`src/rtl/mtse_pkg.sv`:
```
// Shared types and constants for the multitouch slot event encoder.
// No dependencies; every other file of the block imports this package.
`default_nettype none

package mtse_pkg;

  // Default slot table depth.
  localparam int SLOTS_DEF = 16;

  // Event types and codes of the multitouch protocol.
  localparam logic [4:0] EV_SYN  = 5'd0;
  localparam logic [4:0] EV_KEY  = 5'd1;
  localparam logic [4:0] EV_ABS  = 5'd3;
  localparam logic [9:0] SYNC_REPORT    = 10'd0;
  localparam logic [9:0] KEY_TOUCH      = 10'd330;
  localparam logic [9:0] MT_SLOT_CODE   = 10'd47;
  localparam logic [9:0] MT_TRACK_CODE  = 10'd57;
  localparam logic [9:0] MT_POS_X_CODE  = 10'd53;
  localparam logic [9:0] MT_POS_Y_CODE  = 10'd54;
  localparam logic [31:0] VALUE_MINUS_ONE   = 32'hFFFF_FFFF;

  // Input operation codes.
  localparam logic OP_CONTACT    = 1'b0;
  localparam logic OP_DISCONNECT = 1'b1;

  // Input word.
  typedef struct packed {
    logic        operation;
    logic [7:0]  source;
    logic [30:0] contact_id;
    logic [15:0] pos_x;
    logic [15:0] pos_y;
    logic        down;
    logic        frame_end;
  } in_word_t;

  // Result word.
  typedef struct packed {
    logic [4:0]         evt_type;
    logic [9:0]         event_code;
    logic signed [31:0] event_value;
    logic               overflow;
    logic               last;
  } out_word_t;

  // Possible events of one item, in emission order; the value is the mask bit.
  typedef enum logic [2:0] {
    SEL_OVF      = 3'd0,
    SEL_KEY_DOWN = 3'd1,
    SEL_SLOT     = 3'd2,
    SEL_TRACK    = 3'd3,
    SEL_POS_X    = 3'd4,
    SEL_POS_Y    = 3'd5,
    SEL_KEY_UP   = 3'd6,
    SEL_SYNC     = 3'd7
  } event_sel_t;

  localparam int NUM_SEL = 8;

  // Operands held for the events of one item.
  typedef struct packed {
    logic [31:0] slot_value;
    logic [31:0] track_value;
    logic [15:0] pos_x;
    logic [15:0] pos_y;
  } event_data_t;

  // Lookup status of the slot table for the held item.
  typedef struct packed {
    logic hit;
    logic full;
    logic held_before;
    logic any_after;
  } slot_status_t;

  // Build one event word for a selected event; last is filled in by the caller.
  function automatic out_word_t build_event(event_sel_t sel, event_data_t d);
    out_word_t w;
    w = '0;
    case (sel)
      SEL_OVF: begin
        w.overflow = 1'b1;
      end
      SEL_KEY_DOWN: begin
        w.evt_type    = EV_KEY;
        w.event_code  = KEY_TOUCH;
        w.event_value = 32'sd1;
      end
      SEL_SLOT: begin
        w.evt_type    = EV_ABS;
        w.event_code  = MT_SLOT_CODE;
        w.event_value = d.slot_value;
      end
      SEL_TRACK: begin
        w.evt_type    = EV_ABS;
        w.event_code  = MT_TRACK_CODE;
        w.event_value = d.track_value;
      end
      SEL_POS_X: begin
        w.evt_type    = EV_ABS;
        w.event_code  = MT_POS_X_CODE;
        w.event_value = {16'd0, d.pos_x};
      end
      SEL_POS_Y: begin
        w.evt_type    = EV_ABS;
        w.event_code  = MT_POS_Y_CODE;
        w.event_value = {16'd0, d.pos_y};
      end
      SEL_KEY_UP: begin
        w.evt_type    = EV_KEY;
        w.event_code  = KEY_TOUCH;
        w.event_value = 32'sd0;
      end
      SEL_SYNC: begin
        w.evt_type   = EV_SYN;
        w.event_code = SYNC_REPORT;
      end
      default: begin
        w = '0;
      end
    endcase
    return w;
  endfunction

endpackage

`default_nettype wire

```
`src/rtl/mtse_slot_table.sv`:
```
// Slot table: valid bits, source and contact id per slot, parallel match
// and lowest-free search, and the table update of one item. Uses mtse_pkg.
`default_nettype none

module mtse_slot_table #(
  parameter int SLOTS  = mtse_pkg::SLOTS_DEF,
  parameter int SLOT_W = (SLOTS > 1) ? $clog2(SLOTS) : 1
) (
  input  wire                     clk,
  input  wire                     rst_n,
  input  wire mtse_pkg::in_word_t item,
  input  wire                     exec,
  output mtse_pkg::slot_status_t  status,
  output logic [SLOT_W-1:0]       slot_idx
);
  import mtse_pkg::*;

  logic [SLOTS-1:0]  valid_r;
  logic [SLOTS-1:0]  valid_nxt;
  logic [7:0]        src_r [SLOTS];
  logic [30:0]       cid_r [SLOTS];

  logic [SLOTS-1:0]  hit_vec;
  logic [SLOTS-1:0]  src_vec;
  logic [SLOT_W-1:0] hit_idx;
  logic [SLOT_W-1:0] free_idx;
  logic              hit;
  logic              full;
  logic              alloc;

  // Parallel compare of every slot against the item.
  always_comb begin
    for (int i = 0; i < SLOTS; i++) begin
      src_vec[i] = valid_r[i] && (src_r[i] == item.source);
      hit_vec[i] = src_vec[i] && (cid_r[i] == item.contact_id);
    end
  end

  // Lowest matching slot and lowest free slot.
  always_comb begin
    hit_idx  = '0;
    free_idx = '0;
    for (int i = SLOTS - 1; i >= 0; i--) begin
      if (hit_vec[i]) begin
        hit_idx = SLOT_W'(i);
      end
      if (!valid_r[i]) begin
        free_idx = SLOT_W'(i);
      end
    end
  end

  assign hit      = |hit_vec;
  assign full     = &valid_r;
  assign slot_idx = hit ? hit_idx : free_idx;
  assign alloc    = (item.operation == OP_CONTACT) && !hit && !full;

  // Valid bits after this item.
  always_comb begin
    valid_nxt = valid_r;
    if (item.operation == OP_DISCONNECT) begin
      valid_nxt = valid_r & ~src_vec;
    end else if (hit || !full) begin
      if (item.down) begin
        valid_nxt[slot_idx] = 1'b1;
      end else begin
        valid_nxt[slot_idx] = 1'b0;
      end
    end
  end

  always_comb begin
    status.hit         = hit;
    status.full        = full;
    status.held_before = |valid_r;
    status.any_after   = |valid_nxt;
  end

  // Valid bits are control state.
  always_ff @(posedge clk) begin
    if (!rst_n) begin
      valid_r <= '0;
    end else if (exec) begin
      valid_r <= valid_nxt;
    end
  end

  // Source and contact id are written when a new contact takes a slot.
  always_ff @(posedge clk) begin
    if (exec && alloc) begin
      src_r[free_idx] <= item.source;
      cid_r[free_idx] <= item.contact_id;
    end
  end

endmodule

`default_nettype wire

```
`src/rtl/mtse_event_seq.sv`:
```
// Event sequencer: holds the pending-event mask of one item and sends its events
// in order via the output register, one word per unstalled cycle. Uses mtse_pkg.
`default_nettype none

module mtse_event_seq (
  input  wire                        clk,
  input  wire                        rst_n,
  input  wire                        load,
  input  wire [7:0]                  load_mask,
  input  wire mtse_pkg::event_data_t load_data,
  output logic                       busy,
  output logic                       out_valid,
  input  wire                        out_ready,
  output mtse_pkg::out_word_t        out_data
);
  import mtse_pkg::*;

  logic [NUM_SEL-1:0] mask_r;
  logic [NUM_SEL-1:0] mask_nxt;
  event_data_t        data_r;
  logic               out_valid_r;
  logic               out_valid_nxt;
  out_word_t          out_word_r;
  out_word_t          out_word_nxt;
  event_sel_t         sel;
  logic [NUM_SEL-1:0] mask_left;
  logic               advance;

  // Lowest pending event.
  always_comb begin
    sel = SEL_SYNC;
    for (int i = NUM_SEL - 1; i >= 0; i--) begin
      if (mask_r[i]) begin
        sel = event_sel_t'(3'(i));
      end
    end
  end

  assign mask_left = mask_r & ~(NUM_SEL'(1) << sel);
  assign advance   = (mask_r != '0) && (!out_valid_r || out_ready);
  assign busy      = (mask_r != '0);

  // Next mask, output valid and output word.
  always_comb begin
    mask_nxt      = mask_r;
    out_valid_nxt = out_valid_r && !out_ready;
    out_word_nxt  = out_word_r;
    if (advance) begin
      mask_nxt          = mask_left;
      out_valid_nxt     = 1'b1;
      out_word_nxt      = build_event(sel, data_r);
      out_word_nxt.last = (mask_left == '0);
    end
    if (load) begin
      mask_nxt = load_mask;
    end
  end

  always_ff @(posedge clk) begin
    if (!rst_n) begin
      mask_r      <= '0;
      out_valid_r <= 1'b0;
    end else begin
      mask_r      <= mask_nxt;
      out_valid_r <= out_valid_nxt;
    end
  end

  // Payload registers.
  always_ff @(posedge clk) begin
    out_word_r <= out_word_nxt;
    if (load) begin
      data_r <= load_data;
    end
  end

  assign out_valid = out_valid_r;
  assign out_data  = out_word_r;

endmodule

`default_nettype wire

```
`src/rtl/multitouch_slot_event_encoder.sv`:
```
// Top level of the multitouch slot event encoder.
// Depends on mtse_pkg, mtse_slot_table and mtse_event_seq.
`default_nettype none

// Converts touch contacts into multitouch protocol-B event words using a
// table of SLOTS slots (valid bit, source and contact id each). An accepted
// word waits in the input register until the sequencer is empty; then the
// table is searched and updated and the item's events are queued, and the
// events leave one word per cycle, unless out_ready stalls, through the
// output register, the last one flagged. A contact word produces one to six
// event words; a disconnect word produces none. The next input word is taken
// while the previous item's events drain. Overflow is flagged on a dedicated
// result word when a contact that matches no slot finds every slot taken.
// The valid bits clear at reset; no clearing pass is needed.
module multitouch_slot_event_encoder #(
  parameter int SLOTS = mtse_pkg::SLOTS_DEF
) (
  input  wire                     clk,
  input  wire                     rst_n,
  input  wire                     in_valid,
  output logic                    in_ready,
  input  wire mtse_pkg::in_word_t in_data,
  output logic                    out_valid,
  input  wire                     out_ready,
  output mtse_pkg::out_word_t     out_data
);
  import mtse_pkg::*;

  localparam int SLOT_W = (SLOTS > 1) ? $clog2(SLOTS) : 1;

  logic               item_vld_r;
  logic               item_vld_nxt;
  in_word_t           item_r;
  logic               seq_busy;
  logic               fire;
  slot_status_t       status;
  logic [SLOT_W-1:0]  slot_idx;
  logic [NUM_SEL-1:0] mask;
  event_data_t        data;
  logic               contact;
  logic               ovf;
  logic               ok;

  // Input register: an item is processed once the sequencer is empty.
  assign fire     = item_vld_r && !seq_busy;
  assign in_ready = !item_vld_r || fire;

  always_comb begin
    item_vld_nxt = item_vld_r;
    if (fire) begin
      item_vld_nxt = 1'b0;
    end
    if (in_valid && in_ready) begin
      item_vld_nxt = 1'b1;
    end
  end

  always_ff @(posedge clk) begin
    if (!rst_n) begin
      item_vld_r <= 1'b0;
    end else begin
      item_vld_r <= item_vld_nxt;
    end
  end

  always_ff @(posedge clk) begin
    if (in_valid && in_ready) begin
      item_r <= in_data;
    end
  end

  mtse_slot_table #(
    .SLOTS  (SLOTS),
    .SLOT_W (SLOT_W)
  ) u_table (
    .clk      (clk),
    .rst_n    (rst_n),
    .item     (item_r),
    .exec     (fire),
    .status   (status),
    .slot_idx (slot_idx)
  );

  // Decide which events this item produces.
  assign contact = (item_r.operation == OP_CONTACT);
  assign ovf     = contact && !status.hit && status.full;
  assign ok      = contact && !ovf;

  always_comb begin
    mask               = '0;
    mask[SEL_OVF]      = ovf;
    mask[SEL_KEY_DOWN] = ok && item_r.down && !status.held_before;
    mask[SEL_SLOT]     = ok;
    mask[SEL_TRACK]    = ok && (!item_r.down || !status.hit);
    mask[SEL_POS_X]    = ok && item_r.down;
    mask[SEL_POS_Y]    = ok && item_r.down;
    mask[SEL_KEY_UP]   = ok && status.held_before && !status.any_after;
    mask[SEL_SYNC]     = contact && item_r.frame_end;
  end

  always_comb begin
    data.slot_value  = 32'(slot_idx);
    data.track_value = item_r.down ? {1'b0, item_r.contact_id} : VALUE_MINUS_ONE;
    data.pos_x       = item_r.pos_x;
    data.pos_y       = item_r.pos_y;
  end

  mtse_event_seq u_seq (
    .clk       (clk),
    .rst_n     (rst_n),
    .load      (fire),
    .load_mask (mask),
    .load_data (data),
    .busy      (seq_busy),
    .out_valid (out_valid),
    .out_ready (out_ready),
    .out_data  (out_data)
  );

endmodule

`default_nettype wire

```
`config.mk`:
```
export PLATFORM = sky130hd
export DESIGN_NAME = multitouch_slot_event_encoder
export DESIGN_NICKNAME = d
export VERILOG_FILES = /design/src/rtl/mtse_pkg.sv /design/src/rtl/mtse_slot_table.sv /design/src/rtl/mtse_event_seq.sv /design/src/rtl/multitouch_slot_event_encoder.sv
export SDC_FILE = /design/constraint.sdc
export NUM_CORES = 1
export LEC_CHECK = 0
export BUFFER_PORTS_ARGS = -buffer_cell sky130_fd_sc_hd__buf_4
export CAP_MARGIN = 0
export CORE_MARGIN = 10
export CORE_UTILIZATION = 52
export CTS_BUF_LIST = sky130_fd_sc_hd__clkbuf_8 sky130_fd_sc_hd__clkbuf_16
export CTS_CLUSTER_DIAMETER = 30
export DETAILED_ROUTE_END_ITERATION = 12
export PLACE_DENSITY = 0.76
export SETUP_SLACK_MARGIN = 0.5
export SYNTH_ARGS = -nofsm -noshare
export SYNTH_HDL_FRONTEND = slang
export SYNTH_HIERARCHICAL = 1
export SYNTH_SLANG_ARGS = --single-unit
```
`constraint.sdc`:
```
create_clock -name clk -period 23.6 [get_ports clk]
set_input_delay 1.18 -clock clk [delete_from_list [all_inputs] [get_ports clk]]
set_output_delay 1.18 -clock clk [all_outputs]
set_load 0.02 [all_outputs]
```
# Word level (Yosys, flattened, before mapping)
# Memories as Yosys holds them, arrays and structs flattened.
# Cells that the tools add are included.
[totals]
out_inout_bits = 51
regBits = 217
wordCells = 200
ram_bits = 624
memories = 2
[classes]
n_lt_le_gt_ge = 2
bitwise = 8
muxes = 56
n_reduce_logical = 72
n_eq_ne = 38
shift = 1
[mem_list]
columns = ["memory", "words", "word_bits", "rd", "rd_ports_with_merged_regs", "write_ports", "line_no", "text"]
rows = [
  ["u_table.cid_r", 16, 31, 16, 0, 1, "mtse_slot_table.sv:21", "logic [30:0] cid_r [SLOTS];"],
  ["u_table.src_r", 16, 8, 16, 0, 1, "mtse_slot_table.sv:20", "logic [7:0] src_r [SLOTS];"],
]
[ops]
columns = ["cell", "n"]
rows = [
  ["$eq A31 B31 Y1", 16],
  ["$pmux W32 S5", 1],
  ["$mux W4", 33],
  ["$eq A8 B8 Y1", 16],
  ["$pmux W12 S5", 1],
  ["$logic_and A1 B1 Y1", 48],
  ["$mux W16", 3],
  ["$reduce_or A16 Y1", 3],
  ["$and A16 B16 Y16", 2],
  ["$mux W32", 1],
  ["$not A16 Y16", 2],
  ["$mux W8", 2],
  ["$or A16 B16 Y16", 1],
  ["$reduce_and A16 Y1", 1],
  ["$mux W3", 4],
  ["$logic_not A1 Y1", 10],
  ["$eq A3 B3 Y1 const B", 3],
  ["$and A8 B8 Y8", 1],
  ["$logic_not A8 Y1", 1],
  ["$mux W1", 8],
  ["$not A8 Y8", 1],
  ["$reduce_bool A8 Y1", 1],
  ["$shl A1 B3 Y8 const A", 1],
  ["$eq A3 B2 Y1 const B", 2],
  ["10 further kinds", 15],
]

# Logic depth before layout (Yosys ltp)
# Gate-level depths: netlist (run 1).
# An unclocked memory read counts as a cell.
[logic_depth]
depth_word = 34
ltp_mapped = 18

# Modules after synthesis
# Netlist (run 1), hierarchy kept.
[by_module_without_submodules]
columns = ["module", "area_each_um2", "instances", "cells_per_inst"]
rows = [
  ["mtse_slot_table", 29919.9, 1, 2077],
  ["mtse_event_seq", 5408.9, 1, 310],
  ["multitouch_slot_event_encoder", 2563.7, 1, 124],
]

# Worst setup path after synthesis (run 1)
# OpenSTA, ideal clock, no wires.
[synth_path]
path_kind = "reg-to-reg"
startpoint = "register u_seq.mask_r[0]"
endpoint = "memory u_table.cid_r[12][0] (enable)"
setup_time_ns = 0.435
stages_incl_launch_ff = 10
required_time_ns = 23.165
t_arrival_ns = 8.733
path_slack_ns = 14.431
path_buffers = 1
cell_sequence = "dfxtp_1 > or4_1 > clkbuf_2 > nor2_1 > inv_1 > nor2b_1 > inv_1 > nor3_1 > nand4_1 > nor2_1"
[synth_via]
elab_chain_len = 6
[synth_lines]
columns = ["item", "line_no", "text"]
rows = [
  ["from (decl)", "mtse_event_seq.sv:18", "logic [NUM_SEL-1:0] mask_r;"],
  ["from (signal assigned)", "mtse_event_seq.sv:64", "mask_r <= mask_nxt;"],
  ["$reduce_bool A8 Y1", "mtse_event_seq.sv:41", "assign busy = (mask_r != '0);"],
  ["net seq_busy", "multitouch_slot_event_encoder.sv:34", "logic seq_busy;"],
  ["$logic_not A1 Y1", "multitouch_slot_event_encoder.sv:45", "assign fire = item_vld_r && !seq_busy;"],
  ["$logic_and A1 B1 Y1", "multitouch_slot_event_encoder.sv:45", ""],
  ["net fire", "multitouch_slot_event_encoder.sv:35", "logic fire;"],
  ["$logic_and A1 B1 Y1", "mtse_slot_table.sv:90", "if (exec && alloc) begin"],
  ["$mux W1", "mtse_slot_table.sv:90", ""],
  ["$mux W1 (implied by the code)", "mtse_slot_table.sv:92", "cid_r[free_idx] <= item.contact_id;"],
  ["to (decl)", "mtse_slot_table.sv:21", ""],
]
# The timed path passes the listed nets, and every way through them passes these cells.

==> results of run 1 <==
layout make-up:
cell class | instances | area [µm²]
Fill cell | 5022 | 27440
Sequential cell | 862 | 25620
Clock inverter | 117 | 1366
Timing Repair Buffer | 175 | 1326
Multi-Input combinational cell | 1521 | 11080
Clock buffer | 148 | 3704
Tap cell | 950 | 1189
Inverter | 33 | 123.9
metrics by stage:
step | std cells | hold WS [ps] | setup WS [ps] | power [mW] | utilization
final | 3806 | 407.6 | 17710 | 4.450 | 0.6181
after global routing | 3806 | 410.9 | 17450 | 4.582 | 0.6181
after CTS | 3805 | 402.5 | 17810 | 4.470 | 0.6178
after detailed placement | 3540 | 404.5 | 17880 | 2.333 | 0.5473
after global placement | 3540 | 404.1 | 18020 | 2.319 | 0.5473
after floorplan | 2542 | 400.3 | 14430 | 2.177 | -
power by group:
part           internal [mW]  switching, mW  total, mW
registers               1.79         0.0427       1.83
clock network           1.38          0.757       2.14
logic                  0.157          0.323      0.480
flip-flops by register name, summed over array words and instances, names as in the netlist:
register	count
u_seq/data_r	96
item_vld_r	1
item_r	42
u_table/src_r	128
u_table/valid_r	16
u_table/cid_r	496
u_seq/out_data	42
u_seq/out_valid	1
data	32
u_seq/mask_r	8
layout by cell type, fill, tap and decap left out, types with 10 or more instances in the layout:
| master | netlist | routed |
|---|---|---|
| sky130_fd_sc_hd__a211oi_1 | 14 | 14 |
| sky130_fd_sc_hd__a21boi_0 | 10 | 10 |
| sky130_fd_sc_hd__a21oi_1 | 16 | 16 |
| sky130_fd_sc_hd__a22o_1 | 17 | 17 |
| sky130_fd_sc_hd__a22oi_1 | 33 | 33 |
| sky130_fd_sc_hd__buf_4 | 23 | 174 |
| sky130_fd_sc_hd__bufinv_16 | 0 | 20 |
| sky130_fd_sc_hd__clkbuf_16 | 0 | 148 |
| sky130_fd_sc_hd__clkinv_1 | 1 | 13 |
| sky130_fd_sc_hd__clkinv_2 | 0 | 16 |
| sky130_fd_sc_hd__clkinv_4 | 0 | 22 |
| sky130_fd_sc_hd__clkinvlp_4 | 0 | 14 |
| sky130_fd_sc_hd__conb_1 | 2 | 33 |
| sky130_fd_sc_hd__dfxtp_1 | 26 | 26 |
| sky130_fd_sc_hd__edfxtp_1 | 836 | 836 |
| sky130_fd_sc_hd__inv_1 | 31 | 36 |
| sky130_fd_sc_hd__inv_6 | 0 | 18 |
| sky130_fd_sc_hd__mux2i_1 | 12 | 12 |
| sky130_fd_sc_hd__nand2_1 | 72 | 72 |
| sky130_fd_sc_hd__nand2b_1 | 52 | 52 |
| sky130_fd_sc_hd__nand3_1 | 26 | 26 |
| sky130_fd_sc_hd__nand4_1 | 297 | 297 |
| sky130_fd_sc_hd__nor2_1 | 95 | 77 |
| sky130_fd_sc_hd__nor2_4 | 0 | 17 |
| sky130_fd_sc_hd__nor3_1 | 17 | 17 |
| sky130_fd_sc_hd__nor4_1 | 60 | 60 |
| sky130_fd_sc_hd__o21ai_0 | 17 | 17 |
| sky130_fd_sc_hd__xnor2_1 | 618 | 618 |
kinds of logic after synthesis:
| family | Yosys count |
|---|---|
| AO/OA/AOI/OAI | 167 |
| adder cells (fa/ha/maj) | 4 |
| buffers and inverters | 159 |
| flip-flops | 862 |
| other | 2 |
| AND/OR/NAND/NOR | 683 |
| multiplexers | 15 |
| XOR/XNOR | 619 |
how the worst max path moves through the flow:
| stage | from | end | slack (ps) | depth (start not counted) |
|---|---|---|---|---|
| global route | item_r[70] | u_seq/mask_r[6] | 17450 | 17 |
| floorplan | u_seq/mask_r[0] | u_table/cid_r[12][0] | 14430 | 9 |
| global placement | item_r[70] | u_seq/mask_r[6] | 18020 | 17 |
| finish | item_r[70] | u_table/cid_r[6][27] | 17710 | 11 |
| detailed placement | item_r[70] | u_seq/mask_r[6] | 17880 | 17 |
| CTS | item_r[70] | u_seq/mask_r[6] | 17810 | 17 |
per-layer routing:
| layer | vias to the layer above | part of all wire | track usage |
|---|---|---|---|
| met3 | 276 | 0.097 | 0.05046 |
| met4 | 0 | 0.040 | 0.09913 |
| met2 | 1466 | 0.47 | 0.3647 |
| li1 | 9985 | - | - |
| met1 | 11580 | 0.39 | 0.2988 |
| met5 | - | 0 | 0 |
==> results by group, run 1 <==
STA
  – Final Critical Period: 5887 ps
  – Ratio of final minimum period to clock period: 0.2494
  – Clock skew: 35.21 ps
  – Unrepaired setup endpoints after global routing: no
  – Maximum frequency from static timing analysis: 169.9 MHz
  – Max-slew headroom: 0.1178
  – Final-report max-slew violation count: 0
  – Number of failing hold endpoints at the final stage: 0
  – Summed negative setup slack over all endpoints: 0 ps
  – Finish-stage setup viols: 0
  – Measured slew at the worst slew-check pin: 1320 ps

Synthesis
  – Most frequent cell after synthesis: sky130_fd_sc_hd__edfxtp_1
  – Flip-flop and latch count after synthesis: 862
  – Proportion of synthesized chip area in sequential cells: 0.6762
  – Share of the synthesized area in the top cell type: 0.6625
  – Xor/xnor cell area share of the yosys netlist: 0.1431
  – Count of warnings emitted by yosys: 6
  – Total standard cell area after synthesis: 0.03789 mm²
  – Top cells by area in the synthesized netlist: sky130_fd_sc_hd__edfxtp_1, sky130_fd_sc_hd__xnor2_1, sky130_fd_sc_hd__nand4_1, sky130_fd_sc_hd__dfxtp_1, sky130_fd_sc_hd__nor4_1
  – Top_reg_cell synth: sky130_fd_sc_hd__edfxtp_1
  – Cell count after synthesis: 2511
  – Arithmetic-cell share of the synthesized area counting full adders, half adders and majority gates: 0.001321
  – Compound-cell area share of the yosys netlist: 0.03345
  – Share of synthesized area spent on multiplexers: 0.004061
  – Cell types with the highest counts after synthesis: sky130_fd_sc_hd__edfxtp_1, sky130_fd_sc_hd__xnor2_1, sky130_fd_sc_hd__nand4_1
  – Post-Synth Simple-Gate Area: 0.1035
  – Main combinational cell family by area after synthesis: XOR/XNOR gates
  – Cell taking the most area after synthesis: sky130_fd_sc_hd__edfxtp_1
  – Post-synth EDFFs: 836
  – Async set or reset register ratio after synthesis: 0
  – Synthesized area per cell: 15.09 µm²
  – Cell variety after synth: 82

Place
  – Placed inst area: 0.03932 mm²
  – Placed wire-length estimate after detailed placement: 58690 µm
  – Port Buf Inserts: 123
  – Placer Congestion: 0.9264

Worst hold path
  – Depth of the worst hold-timing path: 0
  – Critical hold path startpoint: data[25]
  – Class of the tightest hold or removal check: register to register
  – Terminating pin of the worst hold path: u_seq/data_r[25]

Worst setup path
  – Worst R2R Start: item_r[70]
  – Required arrival time at the worst endpoint: 23910 ps
  – Category of the critical setup timing path: register to register
  – Cell-by-cell listing of the critical path: buf_4, xnor2_1, nand4_1, nor2_1, and3_1, nand4bb_1, nor4_1, inv_1, nor3_1, nand3b_1, nor2_4
  – Crit path DAT: 6200 ps
  – Cell with the largest stage delay on the worst path: sky130_fd_sc_hd__nor2_4
  – Largest fanout on the critical path: 39
  – Worst flop-to-flop path endpoint: u_table/cid_r[6][27]
  – Sort of element at the start of the critical path: register
  – Crit path capture type: register
  – R2r setup slk: 17710 ps
  – CP max stage delay: 1140 ps
  – Top cell family by delay on the critical path: simple AND/OR/NAND/NOR gates
  – Count of buffer and inverter cells on the critical path: 2
  – Number of cell instances on the worst register-to-register path: 11

Global route
  – First-pass GRT wire length: 147500 µm
  – Combined global-route utilization of all metal layers: 0.2289
  – Maximum number of pins on one net before global-route repair: 95
  – Initial antenna violation count: 2
  – Overflow after GRT: 0
  – Vias in the first global route: 23510

Power
  – Static power due to leakage: 13.96 nW
  – Power density cells: 100.2 mW/mm²
  – Worst-case vdd ir drop: 98.21 µV

Clocking
  – TritonCTS clock tree: built
  – Clock tree buffer depth: 3
  – Number of hold buffers added after CTS: 0
  – Worst-Skew Late Latency: 720 ps
  – Clock buffer count from CTS: 144
  – Post-CTS setup buffers: 0
  – # H-tree levels: 4
  – Clock tree sinks: 862
  – CTS clk-pin slew, worst paths: 60 ps
  – Root buf cell: sky130_fd_sc_hd__clkbuf_16
  – Cells resized by post-CTS repair: 0

Finish
  – Summed area of non-filler cells in the final layout: 0.04441 mm²
  – Fraction of layout cells with a size suffix above 1: 0.1642
  – Area delta synth->final: 17.21%
  – Total number of nets in the final design: 2819
  – ANT cells: 0

Run status
  – Run status: finished clean

Routing
  – Total wirelength of the detailed-routed design: 98980 µm
  – Routed vias: 23300
  – Detail-routed net length per standard cell: 26.01 µm
  – Number of routed nets with antenna violations: 0
  – Starting DRC count in detailed routing: 2722
  – TritonRoute pass-1 iters: 5
  – Average via count per standard cell: 6.123
  – Number of remaining DRC errors: 0

Floorplan
  – Area of the die: 0.08407 mm²
  – Placeable core region: 0.07185 mm²
  – Die height: 289.9 µm
  – Overall die width: 289.9 µm
  – Row count: 98
  – Ports: 129
  – Initial standard-cell utilization of the core: 0.5274

Job
  – Max-cap viol count: 0
Power figures use the tool's default switching activity.
==> inputs of run 2 (changes only) <==
--- a/config.mk
+++ b/config.mk
@@ -5,6 +5,7 @@
 export SDC_FILE = /design/constraint.sdc
 export NUM_CORES = 1
 export LEC_CHECK = 0
+export ABC_AREA = 1
 export BUFFER_PORTS_ARGS = -buffer_cell sky130_fd_sc_hd__buf_4
 export CAP_MARGIN = 0
 export CORE_MARGIN = 10
@@ -12,7 +13,7 @@
 export CTS_BUF_LIST = sky130_fd_sc_hd__clkbuf_8 sky130_fd_sc_hd__clkbuf_16
 export CTS_CLUSTER_DIAMETER = 30
 export DETAILED_ROUTE_END_ITERATION = 12
-export PLACE_DENSITY = 0.76
+export PLACE_DENSITY = 0.78
 export SETUP_SLACK_MARGIN = 0.5
 export SYNTH_ARGS = -nofsm -noshare
 export SYNTH_HDL_FRONTEND = slang
==> constraint.sdc (replaced) <==
create_clock -name clk -period 5.3 [get_ports clk]
set_input_delay 0.265 -clock clk [delete_from_list [all_inputs] [get_ports clk]]
set_output_delay 0.265 -clock clk [all_outputs]
set_load 0.02 [all_outputs]
==> run 2 against run 1 <==
Sequential share of layout area decreased by 1.3 points. Synthesized cell count increased by 21%. Synthesized area decreased by 1.7%. Die area decreased by 1.6%. Fmax increased by 29%. Clock skew increased by 9.8 ps. Via count increased by 14%. Critical path type unchanged. Critical endpoint is now u_seq/mask_r[6]. Largest cell class unchanged.
==> results by group, run 2 <==
Run status
  – Run status: finished clean (unchanged)

Global route
  – Initial antenna violation count: 6 (was 2)
  – Overflow after GRT: 0 (unchanged)
  – Combined global-route utilization of all metal layers: 0.2709 (was 0.2289)
  – Vias in the first global route: 26050 (was 23510)
  – Maximum number of pins on one net before global-route repair: 78 (was 95)
  – First-pass GRT wire length: 165500 µm (was 147500 µm)

Routing
  – Number of remaining DRC errors: 0 (unchanged)
  – Number of routed nets with antenna violations: 0 (unchanged)
  – Starting DRC count in detailed routing: 4424 (was 2722)
  – Routed vias: 26590 (was 23300)
  – Detail-routed net length per standard cell: 25.42 µm (was 26.01 µm)
  – Average via count per standard cell: 5.951 (was 6.123)
  – TritonRoute pass-1 iters: 6 (was 5)
  – Total wirelength of the detailed-routed design: 113600 µm (was 98980 µm)

STA
  – Final-report max-slew violation count: 0 (unchanged)
  – Final hold slack: 245.9 ps (was 407.6 ps)
  – Max-slew headroom: 0.1386 (was 0.1178)
  – Maximum frequency from static timing analysis: 218.9 MHz (was 169.9 MHz)
  – Clock skew: 45.05 ps (was 35.21 ps)
  – Ratio of final minimum period to clock period: 0.8618 (was 0.2494)
  – Unrepaired setup endpoints after global routing: no (unchanged)
  – Summed negative setup slack over all endpoints: 0 ps (unchanged)
  – Post-layout worst setup margin: 732.7 ps (was 17710 ps)
  – Measured slew at the worst slew-check pin: 1289 ps (was 1320 ps)
  – Final Critical Period: 4567 ps (was 5887 ps)
  – Finish-stage setup viols: 0 (unchanged)
  – Number of failing hold endpoints at the final stage: 0 (unchanged)

Finish
  – Area delta synth->final: 22.04% (was 17.21%)
  – Flip-flop count of the largest register after layout: 496 (unchanged)
  – Most used cells in the layout excluding fill and tap cells: sky130_fd_sc_hd__edfxtp_1, sky130_fd_sc_hd__nand2_1, sky130_fd_sc_hd__nor2_1, sky130_fd_sc_hd__buf_4, sky130_fd_sc_hd__inv_1 (was sky130_fd_sc_hd__edfxtp_1, sky130_fd_sc_hd__xnor2_1, sky130_fd_sc_hd__nand4_1, sky130_fd_sc_hd__buf_4, sky130_fd_sc_hd__clkbuf_16)
  – Most flop-heavy register: u_table/cid_r (unchanged)
  – Fraction of layout cells with a size suffix above 1: 0.1624 (was 0.1642)
  – Final Core Density: 0.6379 (was 0.6181)
  – Total area of multi-input combinational cells: 0.01021 mm² (was 0.01108 mm²)
  – Total number of nets in the final design: 3471 (was 2819)
  – Sequential cell area: 0.02562 mm² (unchanged)
  – FILL cells: 4967 (was 5022)
  – Leading registers by flop count: u_table/cid_r: 496 flops, u_table/src_r: 128 flops, u_seq/data_r: 96 flops (unchanged)
  – Most frequent standard cell in the layout excluding fill and tap cells: sky130_fd_sc_hd__edfxtp_1 (unchanged)

Worst setup path
  – Cell with the largest stage delay on the worst path: sky130_fd_sc_hd__inv_2 (was sky130_fd_sc_hd__nor2_4)
  – CP max stage delay: 500 ps (was 1140 ps)
  – Crit path capture type: register (unchanged)
  – Crit path DAT: 5200 ps (was 6200 ps)
  – Required arrival time at the worst endpoint: 5940 ps (was 23910 ps)
  – Most used cell along the critical path: sky130_fd_sc_hd__nand2_1
  – Category of the critical setup timing path: register to register (unchanged)
  – Count of buffer and inverter cells on the critical path: 4 (was 2)
  – Largest fanout on the critical path: 21 (was 39)
  – Sort of element at the start of the critical path: register (unchanged)
  – Top cell family by delay on the critical path: simple AND/OR/NAND/NOR gates (unchanged)

Synthesis
  – Async set or reset register ratio after synthesis: 0 (unchanged)
  – Synthesized area per cell: 12.24 µm² (was 15.09 µm²)
  – Cell types with the highest counts after synthesis: sky130_fd_sc_hd__edfxtp_1, sky130_fd_sc_hd__nand2_1, sky130_fd_sc_hd__nor2_1 (was sky130_fd_sc_hd__edfxtp_1, sky130_fd_sc_hd__xnor2_1, sky130_fd_sc_hd__nand4_1)
  – Count of warnings emitted by yosys: 6 (unchanged)
  – Proportion of synthesized chip area in sequential cells: 0.6882 (was 0.6762)
  – Share of synthesized area spent on multiplexers: 0 (was 0.004061)
  – Top_reg_cell synth: sky130_fd_sc_hd__edfxtp_1 (unchanged)
  – Post-synth EDFFs: 836 (unchanged)
  – Cell variety after synth: 58 (was 82)
  – Xor/xnor cell area share of the yosys netlist: 0.05363 (was 0.1431)
  – Share of the synthesized area in the top cell type: 0.6742 (was 0.6625)
  – Cell taking the most area after synthesis: sky130_fd_sc_hd__edfxtp_1 (unchanged)
  – Total standard cell area after synthesis: 0.03724 mm² (was 0.03789 mm²)
  – Top cells by area in the synthesized netlist: sky130_fd_sc_hd__edfxtp_1, sky130_fd_sc_hd__nand2_1, sky130_fd_sc_hd__xor2_1, sky130_fd_sc_hd__xnor2_1, sky130_fd_sc_hd__nor2_1 (was sky130_fd_sc_hd__edfxtp_1, sky130_fd_sc_hd__xnor2_1, sky130_fd_sc_hd__nand4_1, sky130_fd_sc_hd__dfxtp_1, sky130_fd_sc_hd__nor4_1)
  – Main combinational cell family by area after synthesis: simple AND/OR/NAND/NOR gates (was XOR/XNOR gates)
  – Compound-cell area share of the yosys netlist: 0.06190 (was 0.03345)
  – Arithmetic-cell share of the synthesized area counting full adders, half adders and majority gates: 0.001344 (was 0.001321)
  – Cell count after synthesis: 3042 (was 2511)
  – Flip-flop and latch count after synthesis: 862 (unchanged)
  – Post-Synth Simple-Gate Area: 0.1496 (was 0.1035)
  – Most frequent cell after synthesis: sky130_fd_sc_hd__edfxtp_1 (unchanged)

Clocking
  – Worst-Skew Late Latency: 750 ps (was 720 ps)
  – TritonCTS clock tree: built (unchanged)
  – Clock tree buffer depth: 3 (unchanged)
  – Clock buffer count from CTS: 148 (was 144)
  – Root buf cell: sky130_fd_sc_hd__clkbuf_16 (unchanged)
  – # H-tree levels: 4 (unchanged)
  – CTS clk-pin slew, worst paths: 50 ps (was 60 ps)
  – Clock tree sinks: 862 (unchanged)

Floorplan
  – Ports: 129 (unchanged)
  – Area of the die: 0.08271 mm² (was 0.08407 mm²)
  – Overall die width: 287.6 µm (was 289.9 µm)
  – Die height: 287.6 µm (was 289.9 µm)
  – Placeable core region: 0.07124 mm² (was 0.07185 mm²)
  – Row count: 98 (unchanged)
  – Initial standard-cell utilization of the core: 0.5227 (was 0.5274)

Power
  – Worst-case vdd ir drop: 413.8 µV (was 98.21 µV)
  – Power density cells: 474.0 mW/mm² (was 100.2 mW/mm²)
  – Static power due to leakage: 16.68 nW (was 13.96 nW)
  – Overall power consumption: 21.54 mW (was 4.450 mW)

Place
  – Port Buf Inserts: 123 (unchanged)
  – Setup WS pre-CTS: 567.7 ps (was 17880 ps)
  – Placer Congestion: 0.9312 (was 0.9264)
  – Placed wire-length estimate after detailed placement: 67150 µm (was 58690 µm)

Worst hold path
  – Class of the tightest hold or removal check: input pin to register (was register to register)

Job
  – Max-cap viol count: 0 (unchanged)
run 2: cell types whose count changed in the layout (fill, tap and decap cells not counted), sizes merged, moves of 159 or more:
cell,delta
nor2,+159
o21ai,+160
nand2,+545
xnor2,-511
nand4,-196
inv,+168
run 2: layout make-up:
cell class,instances,area share
sequential,862,0.5639
multi-input combinational,1888,0.2248
clock buffer,152,0.08346
timing repair buffer,298,0.05540
clock inverter,125,0.02985
tap,950,0.02616
inverter,191,0.01638
antenna,2,0.0001101
run 2: timing repair:
item                       CTS  global route
gates resized for setup      0             7
hold buffers                77             0
setup endpoints to repair    0             1
hold endpoints to repair    84             0
buffers inserted             0            16
run 2: where the power goes:
group	total [mW]	switching, mW	internal, mW
clock network	9.69	3.48	6.21
logic	3.34	2.41	0.930
registers	8.51	0.275	8.24
run 2: kinds of logic after synthesis:
group                      after synthesis
other                                    2
adders and majority gates                4
AOI/OAI and AO/OA                      383
xor gates and xnor gates               228
DFF                                    862
and+or+nand+nor                       1240
buffers and inverters                  323
run 2: per-stage QoR:
stage	instance area (µm²)	std cells
after floorplan	37390	3073
after detailed placement	39370	4096
final	45440	4468
after global routing	45440	4466
after global placement	39370	4096
after CTS	45290	4450
run 2: path summary, 6_finish.rpt:
kind,cells past startpoint,from,slack (ps),endpoint
setup reg to reg,27,item_r[62],730,u_seq/mask_r[6]
hold / removal,2,in_data[61],250,item_r[61]
setup / recovery,27,item_r[62],730,u_seq/mask_r[6]
hold reg to reg,0,data[23],410,u_seq/data_r[23]
run 2: layer usage:
layer / vias to the layer above / wire length [µm] / GRT usage
li1: 11540 / - / -
met1: 12590 / 39610 / 0.3405
met2: 2033 / 52790 / 0.4284
met3: 434 / 14710 / 0.06938
met4: 2 / 6471 / 0.1435
met5: - / 8 / 0
